## config.mk

```make
export PLATFORM = sky130hd
export DESIGN_NAME = lht_ram
export DESIGN_NICKNAME = d
export VERILOG_FILES = /design/src/rtl/lht_ram.sv
export SDC_FILE = /design/constraint.sdc
export NUM_CORES = 1
export LEC_CHECK = 0
export BUFFER_PORTS_ARGS = -buffer_cell sky130_fd_sc_hd__buf_2
export CAP_MARGIN = 20
export CORE_ASPECT_RATIO = 1.25
export CORE_MARGIN = 2
export CORE_UTILIZATION = 50
export DETAILED_ROUTE_END_ITERATION = 8
export PLACE_DENSITY = 0.64
export SYNTH_ARGS = -nofsm -noshare
export SYNTH_HDL_FRONTEND = slang
export SYNTH_SLANG_ARGS = --single-unit
```

## constraint.sdc

```tcl
create_clock -name clock -period 4.4 [get_ports clock]
set_input_delay 0.22 -clock clock [delete_from_list [all_inputs] [get_ports clock]]
set_output_delay 0.22 -clock clock [all_outputs]
set_load 0.03 [all_outputs]
```

## src/rtl/lht_ram.sv

```systemverilog
// generic single write, single read ram with registered read data
`timescale 1ns / 1ps
`default_nettype none

module lht_ram #(
   parameter int WIDTH = 8,
   parameter int DEPTH = 16
) (
   input  wire logic                     clock,
   input  wire logic                     wr_en,
   input  wire logic [$clog2(DEPTH)-1:0] wr_addr,
   input  wire logic [WIDTH-1:0]         wr_data,
   input  wire logic                     rd_en,
   input  wire logic [$clog2(DEPTH)-1:0] rd_addr,
   output      logic [WIDTH-1:0]         rd_data
);

   logic [WIDTH-1:0] mem_ff [DEPTH];

   always_ff @(posedge clock) begin
      if (wr_en) begin
         mem_ff[wr_addr] <= wr_data;
      end
      if (rd_en) begin
         rd_data <= mem_ff[rd_addr];
      end
   end

endmodule

`default_nettype wire

```

==> Implementation_results.wiki <==
{| class="wikitable"
! Metric !! Value
|-
| Result of the run || completed
|-
| Last weighted congestion value of the routability-driven placer || 0.7258
|-
| Transition time at the pin with the least slew margin || 1111 ps
|-
| Half-perimeter wire length after detailed placement || 5912 um
|-
| Proportion of layout cells with a drive suffix above 1 || 27.60%
|-
| Synth top cells by count || sky130_fd_sc_hd__edfxtp_1, sky130_fd_sc_hd__mux4_2, sky130_fd_sc_hd__a22oi_1, sky130_fd_sc_hd__mux4_1, sky130_fd_sc_hd__nor2_1
|-
| Total global routing overflow || 0
|-
| All-layer global routing usage || 19.15%
|-
| Starting DRC count in detailed routing || 262
|-
| Io pins || 27
|-
| CP endpoint kind || flip-flop
|-
| Length in cells of the worst reg-to-reg path || 3
|-
| Layout net count || 286
|-
| Synth unique cells || 18
|-
| Clock period minus final worst setup slack || 1608 ps
|-
| Pleak || 2.002 nW
|-
| Total wirelength of the detailed-routed design || 9778 um
|-
| CTS clock-pin slew for the worst setup and hold paths || 50 ps
|-
| Vertical die dimension || 118.3 um
|-
| Largest fanout of any net on the critical path || 22
|-
| Final core utilization || 59.28%
|-
| Count of vias placed by the detailed router || 2427
|-
| First-pass GRT wire length || 14540 um
|-
| Relative slew slack || 25.67%
|-
| Total iterations of the first detailed-routing run || 4
|-
| Sink of the worst hold path || rd_data[5]$_DFFE_PP_
|-
| Antenna diode instance count || 0
|-
| Number of instances on the worst hold path || 1
|-
| Clk sink count || 136
|-
| Final cell area excluding filler cells || 6021 sq um
|-
| Hold Fails Final Rpt || 0
|-
| Crit Path Class || input pin to flip-flop
|-
| Worst Skew || 3.942 ps
|-
| Arrival time of data at the critical path endpoint || 1760 ps
|-
| WHS || 186.8 ps
|-
| Count of non-filler cells in the finished layout || 408
|-
| Type of element launching the critical path || input pin
|-
| Share of the yosys chip area belonging to registers || 78.12%
|-
| Total CTS buffers || 17
|-
| Setup Viol. Count Final || 0
|-
| Buffer type at the clock tree root || sky130_fd_sc_hd__clkbuf_16
|-
| Library cell with the largest summed area after synthesis || sky130_fd_sc_hd__edfxtp_1
|-
| Antenna violations before repair || 0
|-
| Total standard cell area after synthesis || 5228 sq um
|-
| Net count after synthesis || 248
|-
| Number of H-tree levels || 4
|-
| Unrepaired setup endpoints after global routing || false
|-
| Leading register cell type out of synthesis || sky130_fd_sc_hd__edfxtp_1
|-
| Number of cell rows || 41
|-
| Initial Utilization || 51.47%
|-
| Async set-reset flop share out of synthesis || 0%
|-
| Total negative slack for setup checks || 0 ps
|-
| Maximum buffer depth of the clock tree || 2
|-
| Number of routed nets with antenna violations || 0
|-
| Critical R2R Capture || rd_data[3]$_DFFE_PP_
|-
| Resize count post-CTS || 0
|-
| Internal reg-to-reg setup slack || 2950 ps
|-
| Number of global-route vias before repair || 2497
|-
| Dpl cell area || 5458 sq um
|-
| Crit Reg-Reg Startpoint || mem_ff[5][3]$_DFFE_PP_
|-
| Final clock period utilization by the worst path || 36.55%
|-
| Area Growth Syn to Fin || 15.17%
|-
| Share of the synthesized area in the top cell type || 78.12%
|-
| DRC viols || 0
|-
| Pin count of the biggest net entering global routing || 33
|-
| Port buffer count || 26
|-
| Startpoint of the most critical hold path || rd_en
|-
| Cell Pwr Density || 480.1 nW/um^2
|-
| Clock tree from TritonCTS || done
|-
| Most instantiated library cell after synthesis || sky130_fd_sc_hd__edfxtp_1
|-
| Class of the most critical hold timing path || input pin to flip-flop
|-
| Via count normalized by instance count || 5.949
|-
| Post-Syn Instances || 229
|-
| Total power draw || 2.891 mW
|-
| Seq cells post-synth || 136
|-
| Cts hold-fix bufs || 0
|-
| Maximum vdd ir drop || 263.6 uV
|-
| Number of enable flip-flop cells after synthesis || 136
|-
| Data required, critical path || 4550 ps
|-
| Worst-skew pair later-pin latency || 400 ps
|-
| Max Clock Freq || 0.6218 GHz
|-
| Setup WS pre-CTS || 2071 ps
|-
| Most area-consuming cells after synthesis || sky130_fd_sc_hd__edfxtp_1, sky130_fd_sc_hd__mux4_2, sky130_fd_sc_hd__mux4_1
|-
| Drt wl/cell || 23.97 um
|-
| Crit path setup slack, layout || 2792 ps
|-
| Max-slew violation count || 0
|-
| Core ar. || 10160 sq um
|-
| Max_cap viols || 0
|-
| Overall die width || 95.46 um
|-
| Post-CTS setup repair buffer count || 0
|-
| Area of the die || 11290 sq um
|-
| Placed cells || 376
|-
| Post-synthesis area per instance || 22.83 sq um
|-
| Warning count from the yosys run || 0
|}
==> worst max-delay path, cell delays in order <==
cell and delay, ps:
sky130_fd_sc_hd__buf_2 340, sky130_fd_sc_hd__buf_12 270, sky130_fd_sc_hd__mux4_1 580, sky130_fd_sc_hd__a22oi_1 250
sky130_fd_sc_hd__nand2_1 80
==> flip-flops by register name, summed over array words and instances (netlist names) <==
| signal | flops |
|---|---|
| mem_ff | 128 |
| rd_data | 8 |
==> placed cells by master, fill, tap and decap left out, drive strengths merged <==
cell and count:
clkbuf 19, bufinv 2, or3b 1, nor2 13, mux4 32, clkinvlp 1
edfxtp 136, and2b 1, nand3 1, nand2b 2, nand2 9, nor3 4
and2 1, buf 29, a22oi 16, clkinv 9, nor2b 1, nand3b 2
==> worst max path at each step <==
stage / startpoint / endpoint / slack (ps) / cells after the start
floorplan: wr_addr[2] / mem_ff[0][0]$_DFFE_PP_ / 2690 / 2
global placement: rd_addr[0] / rd_data[1]$_DFFE_PP_ / 2070 / 4
detailed placement: rd_addr[0] / rd_data[3]$_DFFE_PP_ / 2070 / 4
CTS: rd_addr[0] / rd_data[3]$_DFFE_PP_ / 2500 / 4
global route: rd_addr[0] / rd_data[2]$_DFFE_PP_ / 2710 / 5
finish: rd_addr[0] / rd_data[3]$_DFFE_PP_ / 2790 / 5
==> report_power, final <==
part	total [mW]	internal [mW]	switching (mW)	leakage [nW]
logic	0.139	0.0526	0.0861	0.495
registers	1.47	1.46	0.00727	1.24
clock network	1.28	0.817	0.467	0.271
total	2.89	2.33	0.560	2.00
==> cells by family (layout without fill, tap and decap cells) <==
| kind of cell | Yosys count | count (layout) | synth area share [%] |
|---|---|---|---|
| buf+inv | 10 | 60 | 1.651 |
| flops | 136 | 136 | 78.12 |
| simple gates | 35 | 35 | 3.136 |
| compound gates | 16 | 16 | 2.298 |
| mux | 32 | 32 | 14.79 |
==> layout make-up <==
| type | instances | area [sq um] |
|---|---|---|
| clock buffer | 19 | 432.9 |
| clock inverter | 12 | 110.1 |
| fill | 730 | 4136 |
| multi-input combinational | 83 | 1067 |
| sequential | 136 | 4084 |
| tap | 129 | 161.4 |
| timing repair buffer | 29 | 165.2 |
==> metal layers <==
| metal | part of all wire (%) | vias up | global-route usage, % |
|---|---|---|---|
| met5 | 0 | - | 0 |
| met4 | 1.7 | 0 | 7.679 |
| met3 | 6.4 | 16 | 5.290 |
| met2 | 51 | 96 | 29.93 |
| met1 | 41 | 1260 | 25.62 |
| li1 | - | 1055 | - |
Power figures use the tool's default switching activity.
